### config.mk
export PLATFORM = sky130hd
export DESIGN_NAME = biquad_iir_filter_top
export DESIGN_NICKNAME = d
export VERILOG_FILES = /design/src/rtl/biq_pkg.sv /design/src/rtl/biq_dsmul.sv /design/src/rtl/biq_regs.sv /design/src/rtl/biquad_iir_filter_top.sv
export SDC_FILE = /design/constraint.sdc
export NUM_CORES = 2
export LEC_CHECK = 0
export BUFFER_PORTS_ARGS = -buffer_cell sky130_fd_sc_hd__buf_2
export CORE_MARGIN = 4
export CORE_UTILIZATION = 50
export CTS_CLUSTER_SIZE = 14
export DETAILED_ROUTE_END_ITERATION = 8
export GPL_TIMING_DRIVEN = 0
export PLACE_DENSITY = 0.67
export SLEW_MARGIN = 10
export SYNTH_ARGS = -nofsm -noshare
export SYNTH_HDL_FRONTEND = slang
export SYNTH_SLANG_ARGS = --single-unit
### constraint.sdc
create_clock -name clk -period 9.7 [get_ports clk]
set_input_delay 0.97 -clock clk [delete_from_list [all_inputs] [get_ports clk]]
set_output_delay 0.97 -clock clk [all_outputs]
set_load 0.01 [all_outputs]
### src/rtl/biq_pkg.sv
// Shared types and constants for the biquad filter block.
// Depends on nothing; every other file in rtl/ imports it.
package biq_pkg;

	localparam int DIGIT_W = 8;
	localparam int X_W     = 16;
	localparam int COEF_W  = 32;
	localparam int STATE_W = 48;
	localparam int OP_W    = 32;
	localparam int X_STEPS = X_W / DIGIT_W;
	localparam int Y_STEPS = OP_W / DIGIT_W;
	localparam int STEP_W  = 2;
	localparam int ACC_W   = 34;
	localparam int LOW_W   = 32;
	localparam int SUM_W   = ACC_W + DIGIT_W;
	localparam int PP_W    = COEF_W + DIGIT_W + 1;
	localparam int FF_W    = 36;
	localparam int FB_W    = 38;

	localparam int NUM_REGS = 5;
	localparam int ADDR_W   = 5;
	localparam int IDX_W    = ADDR_W - 2;
	localparam int DATA_W   = 32;

	localparam logic [IDX_W-1:0] REG_B0 = 3'd0;
	localparam logic [IDX_W-1:0] REG_B1 = 3'd1;
	localparam logic [IDX_W-1:0] REG_B2 = 3'd2;
	localparam logic [IDX_W-1:0] REG_A1 = 3'd3;
	localparam logic [IDX_W-1:0] REG_A2 = 3'd4;

	localparam logic [COEF_W-1:0] B0_RESET = 32'h1000_0000;

	typedef enum logic [2:0] {
		ST_IDLE,
		ST_FF,
		ST_Y,
		ST_FB,
		ST_UPD,
		ST_HOLD
	} biq_state_t;

	typedef struct packed {
		logic signed [COEF_W-1:0] b0;
		logic signed [COEF_W-1:0] b1;
		logic signed [COEF_W-1:0] b2;
		logic signed [COEF_W-1:0] a1;
		logic signed [COEF_W-1:0] a2;
	} coef_set_t;

	typedef struct packed {
		logic step;
		logic first;
		logic top;
	} mul_ctl_t;

endpackage

### src/rtl/biq_dsmul.sv
// Digit-serial multiply cell: 32-bit coefficient times an operand fed 8 bits a cycle while ctl.step is set.
// Depends on biq_pkg.
module biq_dsmul import biq_pkg::*; (
	input  logic                     clk,
	input  mul_ctl_t                 ctl,
	input  logic [DIGIT_W-1:0]       digit,
	input  logic signed [COEF_W-1:0] coef,
	output logic signed [ACC_W-1:0]  acc_hi,
	output logic [LOW_W-1:0]         acc_lo
);

	logic signed [ACC_W-1:0] hi_q;
	logic [LOW_W-1:0]        lo_q;
	logic signed [DIGIT_W:0] dig_s;
	logic signed [PP_W-1:0]  pp;
	logic signed [ACC_W-1:0] base;
	logic signed [SUM_W-1:0] sum;

	// Top digit carries the operand sign; lower digits are unsigned.
	always_comb begin
		if (ctl.top) begin
			dig_s = $signed({digit[DIGIT_W-1], digit});
		end else begin
			dig_s = $signed({1'b0, digit});
		end
		pp   = coef * dig_s;
		base = ctl.first ? '0 : hi_q;
		sum  = SUM_W'(base) + SUM_W'(pp);
	end

	// Retire the low digit into the low shift register, keep the rest as the running high part.
	always_ff @(posedge clk) begin
		if (ctl.step) begin
			hi_q <= sum[SUM_W-1:DIGIT_W];
			lo_q <= {sum[DIGIT_W-1:0], lo_q[LOW_W-1:DIGIT_W]};
		end
	end

	assign acc_hi = hi_q;
	assign acc_lo = lo_q;

endmodule

### src/rtl/biq_regs.sv
// APB coefficient register file for the biquad filter.
// Depends on biq_pkg.
module biq_regs import biq_pkg::*; (
	input  logic              clk,
	input  logic              arst_n,
	input  logic              psel,
	input  logic              penable,
	input  logic              pwrite,
	input  logic [ADDR_W-1:0] paddr,
	input  logic [DATA_W-1:0] pwdata,
	output logic [DATA_W-1:0] prdata,
	output logic              pready,
	output coef_set_t         coefs
);

	coef_set_t         coefs_q;
	logic [IDX_W-1:0]  idx;
	logic              wr_en;

	assign idx    = paddr[ADDR_W-1:2];
	assign wr_en  = psel && penable && pwrite;
	assign pready = 1'b1;
	assign coefs  = coefs_q;

	always_ff @(posedge clk or negedge arst_n) begin
		if (!arst_n) begin
			coefs_q.b0 <= B0_RESET;
			coefs_q.b1 <= '0;
			coefs_q.b2 <= '0;
			coefs_q.a1 <= '0;
			coefs_q.a2 <= '0;
		end else if (wr_en) begin
			case (idx)
				REG_B0: coefs_q.b0 <= pwdata;
				REG_B1: coefs_q.b1 <= pwdata;
				REG_B2: coefs_q.b2 <= pwdata;
				REG_A1: coefs_q.a1 <= pwdata;
				REG_A2: coefs_q.a2 <= pwdata;
				default: ;
			endcase
		end
	end

	always_comb begin
		case (idx)
			REG_B0: prdata = coefs_q.b0;
			REG_B1: prdata = coefs_q.b1;
			REG_B2: prdata = coefs_q.b2;
			REG_A1: prdata = coefs_q.a1;
			REG_A2: prdata = coefs_q.a2;
			default: prdata = '0;
		endcase
	end

endmodule

### src/rtl/biquad_iir_filter_top.sv
// Biquad IIR section, transposed direct form II, top level.
// Depends on biq_pkg, biq_dsmul and biq_regs.
//
// One signed Q1.15 sample comes in on the slave stream, one filtered Q1.15
// sample goes out on the master stream with tuser[0] set when the output was
// saturated. Five Q4.28 coefficients (b0, b1, b2, a1, a2) sit at APB byte
// addresses 0x00..0x10 and reset to a pass-through filter (b0 = 1.0); write
// them only while the filter is idle. The state is two 48-bit accumulators
// with 28 fraction bits that saturate internally. Three digit-serial multiply
// cells share each operand 8 bits a cycle: the sample takes 2 digit steps
// (b0, b1, b2 at once), the feedback term takes 4 (a1, a2 at once). The word is
// accepted in ST_IDLE, y is formed in ST_Y and the state is written back in
// ST_UPD. A finished word waits in the output register while the next one is
// accepted, and the sequencer holds a second finished word, taking no new
// sample, until the first is taken.
module biquad_iir_filter_top import biq_pkg::*; (
	input  logic              clk,
	input  logic              arst_n,
	input  logic              s_tvalid,
	output logic              s_tready,
	input  logic [15:0]       s_tdata,   // [15:0] sample_in
	output logic              m_tvalid,
	input  logic              m_tready,
	output logic [15:0]       m_tdata,   // [15:0] sample_out
	output logic [0:0]        m_tuser,   // [0] clipped
	input  logic              psel,
	input  logic              penable,
	input  logic              pwrite,
	input  logic [ADDR_W-1:0] paddr,
	input  logic [DATA_W-1:0] pwdata,
	output logic [DATA_W-1:0] prdata,
	output logic              pready
);

	localparam logic signed [STATE_W-1:0] S48_MAX = {1'b0, {(STATE_W-1){1'b1}}};
	localparam logic signed [STATE_W-1:0] S48_MIN = {1'b1, {(STATE_W-1){1'b0}}};

	// Saturate a widened sum back to the 48-bit state range.
	function automatic logic signed [STATE_W-1:0] sat48(input logic signed [STATE_W+1:0] v);
		logic [2:0] top;
		top = v[STATE_W+1:STATE_W-1];
		if (top == 3'b000 || top == 3'b111) begin
			return v[STATE_W-1:0];
		end
		return v[STATE_W+1] ? S48_MIN : S48_MAX;
	endfunction

	// x*b >> 15 with round half up, from the cell's high part and low 16 bits.
	function automatic logic signed [FF_W-1:0] ff_term(
		input logic signed [ACC_W-1:0] hi,
		input logic [15:0] lo
	);
		logic [16:0] rnd;
		rnd = {1'b0, lo} + 17'h0_4000;
		return (FF_W'(hi) <<< 1) + FF_W'(rnd[16:15]);
	endfunction

	// y*a >> 28 with round half up, from the cell's high part and low 32 bits.
	function automatic logic signed [FB_W-1:0] fb_term(
		input logic signed [ACC_W-1:0] hi,
		input logic [LOW_W-1:0] lo
	);
		logic [LOW_W:0] rnd;
		rnd = {1'b0, lo} + 33'h0_0800_0000;
		return (FB_W'(hi) <<< 4) + FB_W'(rnd[LOW_W:28]);
	endfunction

	coef_set_t coefs;

	biq_state_t state_q, state_d;
	logic [STEP_W-1:0] step_q, step_d;
	logic [OP_W-1:0]   op_q, op_d;
	mul_ctl_t          ctl;
	logic              fb_sel;
	logic              ld_y;
	logic              ld_upd;
	logic              push;
	logic              out_free;

	logic signed [STATE_W-1:0] d1_q, d2_q;
	logic signed [FF_W-1:0]    ff1_q, ff2_q;
	logic [15:0]               res_data_q;
	logic                      res_clip_q;
	logic                      out_valid_q;
	logic [15:0]               out_data_q;
	logic                      out_clip_q;

	logic signed [ACC_W-1:0] hi0, hi1, hi2;
	logic [LOW_W-1:0]        lo0, lo1, lo2;
	logic signed [COEF_W-1:0] coef1, coef2;

	logic signed [FF_W-1:0]    ff0, ff1, ff2;
	logic signed [STATE_W:0]   y_sum;
	logic signed [STATE_W-1:0] y;
	logic signed [OP_W-1:0]    yfb;
	logic signed [STATE_W:0]   y_rnd;
	logic signed [35:0]        y_shr;
	logic [15:0]               o_data;
	logic                      o_clip;
	logic signed [FB_W-1:0]    fb1, fb2;
	logic signed [STATE_W+1:0] n1, n2;

	biq_regs u_regs (
		.clk     (clk),
		.arst_n  (arst_n),
		.psel    (psel),
		.penable (penable),
		.pwrite  (pwrite),
		.paddr   (paddr),
		.pwdata  (pwdata),
		.prdata  (prdata),
		.pready  (pready),
		.coefs   (coefs)
	);

	// Cells 1 and 2 switch from b1/b2 to a1/a2 for the feedback pass.
	assign coef1 = fb_sel ? coefs.a1 : coefs.b1;
	assign coef2 = fb_sel ? coefs.a2 : coefs.b2;

	biq_dsmul u_mul0 (
		.clk    (clk),
		.ctl    (ctl),
		.digit  (op_q[DIGIT_W-1:0]),
		.coef   (coefs.b0),
		.acc_hi (hi0),
		.acc_lo (lo0)
	);

	biq_dsmul u_mul1 (
		.clk    (clk),
		.ctl    (ctl),
		.digit  (op_q[DIGIT_W-1:0]),
		.coef   (coef1),
		.acc_hi (hi1),
		.acc_lo (lo1)
	);

	biq_dsmul u_mul2 (
		.clk    (clk),
		.ctl    (ctl),
		.digit  (op_q[DIGIT_W-1:0]),
		.coef   (coef2),
		.acc_hi (hi2),
		.acc_lo (lo2)
	);

	// Output y and the feedback operand, valid in ST_Y once the sample digits are done.
	always_comb begin
		ff0   = ff_term(hi0, lo0[LOW_W-1:LOW_W-X_W]);
		ff1   = ff_term(hi1, lo1[LOW_W-1:LOW_W-X_W]);
		ff2   = ff_term(hi2, lo2[LOW_W-1:LOW_W-X_W]);
		y_sum = (STATE_W+1)'(ff0) + (STATE_W+1)'(d1_q);
		y     = sat48((STATE_W+2)'(y_sum));
		// Clamp y to Q4.28 for the feedback multiplies.
		if (y[STATE_W-1:OP_W-1] == '0 || y[STATE_W-1:OP_W-1] == '1) begin
			yfb = y[OP_W-1:0];
		end else begin
			yfb = y[STATE_W-1] ? {1'b1, {(OP_W-1){1'b0}}} : {1'b0, {(OP_W-1){1'b1}}};
		end
		// Round to Q1.15 and saturate; only this clamp raises the flag.
		y_rnd = (STATE_W+1)'(y) + (STATE_W+1)'(4096);
		y_shr = y_rnd[STATE_W:13];
		if (y_shr[35:15] == '0 || y_shr[35:15] == '1) begin
			o_data = y_shr[15:0];
			o_clip = 1'b0;
		end else begin
			o_data = y_shr[35] ? 16'h8000 : 16'h7fff;
			o_clip = 1'b1;
		end
	end

	// New state, valid in ST_UPD once the feedback digits are done.
	always_comb begin
		fb1 = fb_term(hi1, lo1);
		fb2 = fb_term(hi2, lo2);
		n1  = (STATE_W+2)'(ff1_q) - (STATE_W+2)'(fb1) + (STATE_W+2)'(d2_q);
		n2  = (STATE_W+2)'(ff2_q) - (STATE_W+2)'(fb2);
	end

	assign out_free = !out_valid_q || m_tready;

	// Sequencer: accept, sample digits, form y, feedback digits, write back, and hold while the output register is full.
	always_comb begin
		state_d  = state_q;
		step_d   = step_q;
		op_d     = op_q;
		s_tready = 1'b0;
		ctl      = '0;
		fb_sel   = 1'b0;
		ld_y     = 1'b0;
		ld_upd   = 1'b0;
		push     = 1'b0;
		case (state_q)
			ST_IDLE: begin
				s_tready = 1'b1;
				if (s_tvalid) begin
					op_d    = OP_W'($signed(s_tdata));
					step_d  = '0;
					state_d = ST_FF;
				end
			end
			ST_FF: begin
				ctl.step  = 1'b1;
				ctl.first = (step_q == '0);
				ctl.top   = (step_q == STEP_W'(X_STEPS - 1));
				op_d      = op_q >> DIGIT_W;
				if (ctl.top) begin
					step_d  = '0;
					state_d = ST_Y;
				end else begin
					step_d = step_q + 1'b1;
				end
			end
			ST_Y: begin
				ld_y    = 1'b1;
				op_d    = yfb;
				state_d = ST_FB;
			end
			ST_FB: begin
				fb_sel    = 1'b1;
				ctl.step  = 1'b1;
				ctl.first = (step_q == '0);
				ctl.top   = (step_q == STEP_W'(Y_STEPS - 1));
				op_d      = op_q >> DIGIT_W;
				if (ctl.top) begin
					step_d  = '0;
					state_d = ST_UPD;
				end else begin
					step_d = step_q + 1'b1;
				end
			end
			ST_UPD: begin
				fb_sel = 1'b1;
				ld_upd = 1'b1;
				if (out_free) begin
					push    = 1'b1;
					state_d = ST_IDLE;
				end else begin
					state_d = ST_HOLD;
				end
			end
			ST_HOLD: begin
				// Hold the finished word until the output register frees up.
				if (out_free) begin
					push    = 1'b1;
					state_d = ST_IDLE;
				end
			end
			default: begin
				state_d = ST_IDLE;
			end
		endcase
	end

	always_ff @(posedge clk or negedge arst_n) begin
		if (!arst_n) begin
			state_q     <= ST_IDLE;
			step_q      <= '0;
			d1_q        <= '0;
			d2_q        <= '0;
			out_valid_q <= 1'b0;
		end else begin
			state_q <= state_d;
			step_q  <= step_d;
			if (ld_upd) begin
				d1_q <= sat48(n1);
				d2_q <= sat48(n2);
			end
			if (push) begin
				out_valid_q <= 1'b1;
			end else if (m_tready) begin
				out_valid_q <= 1'b0;
			end
		end
	end

	always_ff @(posedge clk) begin
		op_q <= op_d;
		if (ld_y) begin
			ff1_q      <= ff1;
			ff2_q      <= ff2;
			res_data_q <= o_data;
			res_clip_q <= o_clip;
		end
		if (push) begin
			out_data_q <= res_data_q;
			out_clip_q <= res_clip_q;
		end
	end

	assign m_tvalid   = out_valid_q;
	assign m_tdata    = out_data_q;
	assign m_tuser[0] = out_clip_q;

`ifndef NO_ASSERTIONS
	a_accept_starts_ff: assert property (@(posedge clk) disable iff (!arst_n)
		s_tvalid && s_tready |=> state_q == ST_FF && step_q == '0)
		else $error("accepted word did not start the sample digit pass");

	a_ff_step_bound: assert property (@(posedge clk) disable iff (!arst_n)
		state_q == ST_FF |-> step_q <= STEP_W'(X_STEPS - 1))
		else $error("sample digit counter ran past the last digit");

	a_clip_value: assert property (@(posedge clk) disable iff (!arst_n)
		m_tvalid && m_tuser[0] |-> (m_tdata == 16'h7fff || m_tdata == 16'h8000))
		else $error("clip flag set on a word that is not full scale");

	a_stall_holds: assert property (@(posedge clk) disable iff (!arst_n)
		state_q == ST_UPD && out_valid_q && !m_tready |=> state_q == ST_HOLD)
		else $error("finished word not held while output register is full");
`endif

endmodule
# [Yosys cells after proc, flatten, opt, wreduce, memory -nomap -nowiden]
# Cells that the tools add are included.
# Widths: inputs -> output; s select.
[totals] ff_bits=598 inputBits=60 output_inout_bits=52 wordCells=143
[classes] addsub=19 multipliers=3 eq_ne=20 muxes=47 n_reduce_logical=31
[op_table] cell="$mux 48" n=9
[op_table] cell="$mux 32" n=5
[op_table] cell="$pmux 32 s5" n=1
[op_table] cell="$add 34x41->42" n=3
[op_table] cell="$mul 32x9->41" n=3
[op_table] cell="$add 35x3->36" n=3
[op_table] cell="$mux 34" n=3
[op_table] cell="$pmux 32 s3" n=1
[op_table] cell="$sub 36x38->39" n=2
[op_table] cell="$add 38x5->38" n=2
[op_table] cell="$add 32x28->33 const B" n=2
[op_table] cell="$add 16x15->17 const B" n=3
[op_table] cell="$add 36x48->49" n=1
[op_table] cell="$add 39x48->49" n=1
[op_table] cell="$add 48x14->49 const B" n=1
[op_table] cell="$mux 16" n=2
[op_table] cell="$eq 21x21->1 const B" n=1
[op_table] cell="$logic_not 21->1" n=1
[op_table] cell="$eq 3x3->1 const B" n=6
[op_table] cell="$pmux 3 s6" n=1
[op_table] cell="$eq 17x17->1 const B" n=1
[op_table] cell="$logic_not 17->1" n=1
[op_table] cell="$logic_not 3->1" n=5
[op_table] cell="$mux 3" n=5
[op_table] cell="other kinds (20)" n=57

# [Longest topological paths before layout]
[depth] ltp_word=11 mapped_depth=39 ltp_nobuf=35

# [Hierarchy]
# A second synthesis with hierarchy kept.
[hier_totals] cells_unflattened=7141 hier_area_um2=68988.7
[by_module_without_submodules] mod="biquad_iir_filter_top" instances=1 cells_each=2371 area_each_um2=21126.5 seq_area_each_um2=6471.2
[by_module_without_submodules] mod="biq_dsmul at u_mul2" instances=1 cells_each=1425 area_each_um2=13628.1 seq_area_each_um2=1981.9
[by_module_without_submodules] mod="biq_dsmul at u_mul1" instances=1 cells_each=1440 area_each_um2=13529.2 seq_area_each_um2=1981.9
[by_module_without_submodules] mod="biq_dsmul at u_mul0" instances=1 cells_each=1400 area_each_um2=13399.1 seq_area_each_um2=1981.9
[by_module_without_submodules] mod="biq_regs" instances=1 cells_each=505 area_each_um2=7305.8 seq_area_each_um2=4005.1

# [Least setup slack after synthesis]
# Ideal clock, no wire load.
[synth_path] path_type="reg-to-reg" start="register u_mul0.lo_q[30], in the netlist u_mul0.acc_lo[30]" end="register res_data_q[10], data pin" setup_ps=270 t_arrival_ps=8740 t_required_ps=9430 path_slack_ps=690 stages_incl_launch_ff=40 n_path_buf=5 period_less_slack_ps=9010 cell_sequence="edfxtp_1 > ha_1 > fa_1 > ha_1 > fa_1 > a211oi_1 > o21ai_1 > nand2_1 > a2111oi_0 > o31a_1 > a21o_1 > a31oi_1 > o21ai_0 > a21oi_1 > nor2b_1 > nor2_1 > xnor2_1 > ha_1 > [4 not listed] > a211oi_1 > nor2_1 > clkbuf_1 > o21ai_0 > ha_1 > nor4bb_1 > o22ai_1 > nor4_2 > o31a_2 > and3_1 > nand3_1 > mux2_2 > or4_1 > nor4b_1 > a22oi_1 > mux2i_4 > buf_12 > mux2i_1"
[synth_between] elab_chain_cells=11 elab_cells_between_ends=16 cone_classes="add/sub (4); eq/ne (2); mux (6); reduce/logical (4)"
[synth_rtl] element="from (decl)" line="biq_dsmul.sv:13" rtl="logic [LOW_W-1:0] lo_q;"
[synth_rtl] element="from (signal assigned)" line="biq_dsmul.sv:35" rtl="lo_q <= {sum[DIGIT_W-1:0], lo_q[LOW_W-1:DIGIT_W]};"
[synth_rtl] element="$add 16x15->17 (*)" line="biquad_iir_filter_top.sv:54" rtl="rnd = {1'b0, lo} + 17'h0_4000;"
[synth_rtl] element="$add 35x3->36 (*)" line="biquad_iir_filter_top.sv:55" rtl="return (FF_W'(hi) <<< 1) + FF_W'(rnd[16:15]);"
[synth_rtl] element="$add 36x48->49 (*)" line="biquad_iir_filter_top.sv:152" rtl="y_sum = (STATE_W+1)'(ff0) + (STATE_W+1)'(d1_q);"
[synth_rtl] element="$eq 3x3->1 / $logic_not 3->1 (equally long branches)" line="biquad_iir_filter_top.sv:42" rtl="if (top == 3'b000 || top == 3'b111) begin"
[synth_rtl] element="$logic_or 1x1->1" line="biquad_iir_filter_top.sv:42"
[synth_rtl] element="$mux 1" line="biquad_iir_filter_top.sv:42"
[synth_rtl] element="$mux 48 (*)" line="biquad_iir_filter_top.sv:45" rtl="return v[STATE_W+1] ? S48_MIN : S48_MAX;"
[synth_rtl] element="$add 48x14->49 (*)" line="biquad_iir_filter_top.sv:161" rtl="y_rnd = (STATE_W+1)'(y) + (STATE_W+1)'(4096);"
[synth_rtl] element="$eq 21x21->1 / $logic_not 21->1 (equally long branches)" line="biquad_iir_filter_top.sv:163" rtl="if (y_shr[35:15] == '0 || y_shr[35:15] == '1) begin"
[synth_rtl] element="$logic_or 1x1->1" line="biquad_iir_filter_top.sv:163"
[synth_rtl] element="$mux 16 (*)" line="biquad_iir_filter_top.sv:163"
[synth_rtl] element="via o_data[10]" line="biquad_iir_filter_top.sv:98" rtl="logic [15:0] o_data;"
[synth_rtl] element="to (signal assigned)" line="biquad_iir_filter_top.sv:282" rtl="res_data_q <= o_data;"
[synth_rtl] element="to (decl)" line="biquad_iir_filter_top.sv:82" rtl="logic [15:0] res_data_q;"
# Mark *: on every way through the listed nets, which the timed path passes. The rest lies on a longest branch. The select of a mux whose other input is x is not followed.
# A chain may end at the register's enable or synchronous reset.

# [Worst setup path in the final report]
[layout_path] start="register op_q[5]" end="register u_mul0.hi_q[33], in the netlist u_mul0.acc_hi[33], data pin"
[layout_between] elab_chain_cells=3
[layout_rtl] element="from (decl)" line="biquad_iir_filter_top.sv:72" rtl="logic [OP_W-1:0] op_q, op_d;"
[layout_rtl] element="from (signal assigned)" line="biquad_iir_filter_top.sv:278" rtl="op_q <= op_d;"
[layout_rtl] element="$mux 9" line="biq_dsmul.sv:21" rtl="if (ctl.top) begin"
[layout_rtl] element="$mul 32x9->41" line="biq_dsmul.sv:26" rtl="pp = coef * dig_s;"
[layout_rtl] element="$add 34x41->42" line="biq_dsmul.sv:28" rtl="sum = SUM_W'(base) + SUM_W'(pp);"
[layout_rtl] element="via u_mul0.sum[41]" line="biq_dsmul.sv:17" rtl="logic signed [SUM_W-1:0] sum;"
[layout_rtl] element="to (signal assigned)" line="biq_dsmul.sv:34" rtl="hi_q <= sum[SUM_W-1:DIGIT_W];"
[layout_rtl] element="to (decl)" line="biq_dsmul.sv:12" rtl="logic signed [ACC_W-1:0] hi_q;"
# The timed path passes the listed nets, and every way through them passes these cells.

==> impl_metrics.py <==
metrics = {
    "run_status": {
        "status": "finished, final reports clean",
    },
    "clock_network": {
        "clock_sinks": 505,
        "clk_pin_slew_ns": 0.07,
        "cts_hold_buf": 0,
        "clock_path_buffers": 3,
        "worstSkewPairLatency_ns": 0.72,
        "cts_tree": "done",
        "root_buffer": "clkbuf_16",
        "cts_max_level": 2,
        "cts_buffers": 61,
    },
    "worst_setup_path": {
        "path_class": "flip-flop to flip-flop",
        "crit_top_cell": "fa_1",
        "max_stage_delay_ns": 1.07,
        "r2r_end": "u_mul0.acc_hi[33]",
        "critical_path.max_fanout": 10,
        "crit_slowest_cell": "clkbuf_1",
        "cp-end-kind": "flip-flop",
        "worstPathRequired_ns": 10.12,
        "r2r-start": "op_q[5]",
        "ff2ff_setup_slack_ns": 0.22,
        "cp_top_family": "adder cells",
        "path_buf_inv": 3,
        "crit_path_start_kind": "flip-flop",
        "worstRegToRegCells": 25,
        "cp.arrival_ns": 9.90,
    },
    "synth": {
        "synth_ff_type": "edfxtp_1",
        "ys_seq_area_frac": 0.216,
        "ys.warnings.count": 0,
        "synth_cells": 6697,
        "synth_edf_count": 252,
        "ys_async_sr_fraction": 0.501,
        "synth_seq_cells": 505,
        "syn_area_per_cell_sq_um": 9.60,
        "ys_types": 101,
        "synth_nets": 8077,
        "syn-cell-area_sq_mm": 0.0643,
    },
    "placed_design": {
        "gp_congestion": 0.969,
        "io_buffers": 108,
        "placedCellCount": 8481,
        "dp_hpwl_mm": 159,
    },
    "sta": {
        "finalCritPeriodShare": 0.977,
        "drv_slew": 0,
        "hold_viol_final": 0,
        "worst_slew_pin_slew_ns": 1.38,
        "relSlewSlack": 0.0807,
        "finalCriticalPeriod_ns": 9.48,
        "finalSetupViolCount": 0,
        "fmax_ghz": 0.106,
        "finClkSkew_ns": 0.0396,
    },
    "die": {
        "fp.dieW_um": 367,
        "die_area_sq_mm": 0.134,
        "rows": 131,
        "core_sq_mm": 0.128,
        "start_util": 0.503,
        "io_pins": 112,
        "die_h_um": 367,
    },
    "finish": {
        "syn_to_final_growth_pct": 8.29,
        "fill_cells": 11500,
        "layout-drive-gt1-share": 0.0896,
        "fin_nets": 8268,
        "final_cell_count_no_fill": 8612,
    },
    "routing": {
        "drtPass1Iterations": 5,
        "wire_per_inst_um": 22.9,
        "routed_wl_mm": 197,
        "vias": 49400,
        "drt_iter0_drc": 3995,
        "drc": 0,
        "via_per_inst": 5.74,
        "final_antenna_net_count": 0,
    },
    "flow_run": {
        "drv_cap": 0,
    },
    "global_route": {
        "grt_pass1_vias": 50300,
        "antenna_found_initial": 20,
        "grt_pass1_wl_mm": 300,
        "grt_max_degree": 90,
        "grt_overflow": 0,
        "grt_usage": 0.290,
    },
    "worst_hold_path": {
        "hold_class": "primary input to asynchronous set/reset pin",
    },
}
-- how the worst max path moves through the flow --
| stage | startpoint | endpoint | slack (ns) | cells past startpoint |
|---|---|---|---|---|
| floorplan | u_mul0.acc_lo[30] | res_data_q[10] | 0.69 | 39 |
| global placement | state_q[1] | op_q[31] | -3.60 | 4 |
| detailed placement | u_mul0.acc_lo[30] | res_data_q[7] | -1.77 | 39 |
| CTS | state_q[0] | u_mul1.acc_hi[32] | 0.0006 | 30 |
| global route | u_mul0.acc_lo[30] | res_data_q[7] | -0.02 | 37 |
| finish | op_q[5] | u_mul0.acc_hi[33] | 0.22 | 25 |
-- cell families (layout without fill, tap and decap cells) --
group,after synthesis,count (layout),synth area share
buffers and inverters,1319,1562,0.0782
XOR/XNOR,359,359,0.0490
other,1,11,0.0000583
multiplexers,289,289,0.0505
AO/OA/AOI/OAI,888,888,0.0909
AND/OR/NAND/NOR,2016,2016,0.158
adder cells (fa/ha/maj),1320,1320,0.357
flip-flops,505,505,0.216
-- Yosys cell counts (all sizes together) (8+ instances only) --
library cell | number | area, sq um
a2111oi | 10 | 106
a211oi | 43 | 338
a21boi | 8 | 60.1
a21o | 113 | 848
a21oi | 216 | 1100
a221o | 15 | 150
a22oi | 74 | 556
a31oi | 19 | 119
and2 | 554 | 3470
and3 | 41 | 258
and4 | 19 | 166
buf | 31 | 184
clkbuf | 250 | 943
dfrtp | 252 | 6310
edfxtp | 252 | 7570
fa | 854 | 17100
ha | 466 | 5830
inv | 1035 | 3880
mux2 | 259 | 2920
mux2i | 29 | 303
nand2 | 604 | 2270
nand2b | 57 | 357
nand3 | 94 | 475
nand4 | 58 | 363
nor2 | 340 | 1280
nor2b | 64 | 400
nor3 | 91 | 460
nor3b | 8 | 60.1
nor4 | 24 | 178
o211ai | 15 | 118
o21a | 34 | 255
o21ai | 183 | 927
o21bai | 30 | 225
o22ai | 40 | 250
o31a | 11 | 97.6
o31ai | 19 | 148
or2 | 18 | 115
or3 | 16 | 105
xnor2 | 220 | 1930
xor2 | 139 | 1220
-- layout make-up --
cell class	instances	area, sq um	share of cell area
sequential	505	13900	0.200
buffer	276	1170	0.0169
tap	1662	2080	0.0299
multi-input combinational	4873	45500	0.654
antenna	10	25.0	0.000359
clock buffer	75	1740	0.0249
timing repair buffer	133	847	0.0122
inverter	1038	3900	0.0560
clock inverter	40	438	0.00629
-- placed cells by master (no fill, tap or decap), types with 15 or more instances in the layout --
master	Yosys	layout
nor3_1	90	90
and3_1	40	38
nand4_1	58	58
fa_1	854	854
inv_1	1034	1034
buf_2	8	115
and2_1	554	554
nor2_1	340	338
a21oi_1	212	211
o31ai_1	18	18
a31oi_1	19	19
mux2i_1	28	26
o21a_1	34	34
nand2b_1	57	57
a211oi_1	40	38
o21bai_1	30	30
nand3_1	93	93
a21o_1	113	113
dfrtp_1	252	252
and4_1	19	19
xnor2_1	219	218
mux2_2	258	258
xor2_1	139	139
ha_1	466	465
nand2_1	604	602
clkbuf_16	0	67
clkbuf_1	246	224
o22ai_1	40	39
nor4_1	21	19
clkbuf_2	4	16
a221o_1	15	15
a22oi_1	74	74
or2_2	16	16
or3_1	15	15
edfxtp_1	252	252
buf_4	3	25
o21ai_0	171	169
nor2b_1	64	63
-- per-stage QoR --
step                      utilization  TNS, ns  worst slack (ns)  hold slack [ns]  area (sq um)
after floorplan                     -        0             0.690            0.400         64300
after global placement          0.524  -313.56             -3.60            0.403         66900
after detailed placement        0.526   -29.09             -1.77            0.405         67100
after CTS                       0.543        0          0.000584            0.253         69400
after global routing            0.545  -0.0510           -0.0232            0.312         69600
final                           0.545        0             0.223            0.264         69600
-- per-layer routing --
layer	track usage	wire [um]	up-vias
met2	0.461	88400	2009
met4	0.148	12000	8
met5	0	63	-
met3	0.0475	15700	448
met1	0.385	80800	24800
li1	-	-	22200
-- repair_timing --
action / in CTS / in global routing
buffers inserted: 2 / 9
gates resized for setup: 38 / 37
endpoints found under the setup margin: 44 / 23
pin swaps: 1 / 4
hold endpoints to repair: 0 / 0
-- sequential cells by signal, summed over array words and instances (netlist names) --
name           flops
u_regs.coefs     160
m_tuser            1
ff1_q             36
d2_q              39
res_clip_q         1
u_mul2.acc_hi     34
u_mul1.acc_lo      5
u_mul0.acc_lo      2
u_mul2.acc_lo      5
ff2_q             36
u_mul1.acc_hi     34
res_data_q        16
d1_q              48
m_tvalid           1
step_q             2
op_q              32
state_q            3
m_tdata           16
u_mul0.acc_hi     34
-- worst reg2reg max path: stages, from the launching register on --
cell	delay, ns
edfxtp_1	0.72
clkbuf_1	0.70
clkbuf_1	1.07
nand2_1	0.21
fa_1	0.64
fa_1	0.46
fa_1	0.53
fa_1	0.53
fa_1	0.56
inv_1	0.04
ha_1	0.32
o21ai_0	0.17
nand2b_1	0.10
nand4_1	0.15
nor3_1	0.09
o31ai_1	0.41
a21oi_1	0.24
o221a_2	0.35
a21o_1	0.22
a211oi_1	0.34
and3b_1	0.26
o21a_1	0.20
o21a_1	0.21
o21a_1	0.19
nor2_1	0.12
xnor2_1	0.36
Power is not shown: default switching activity piles up to over one toggle a cycle in this logic, so the estimate is an artifact.
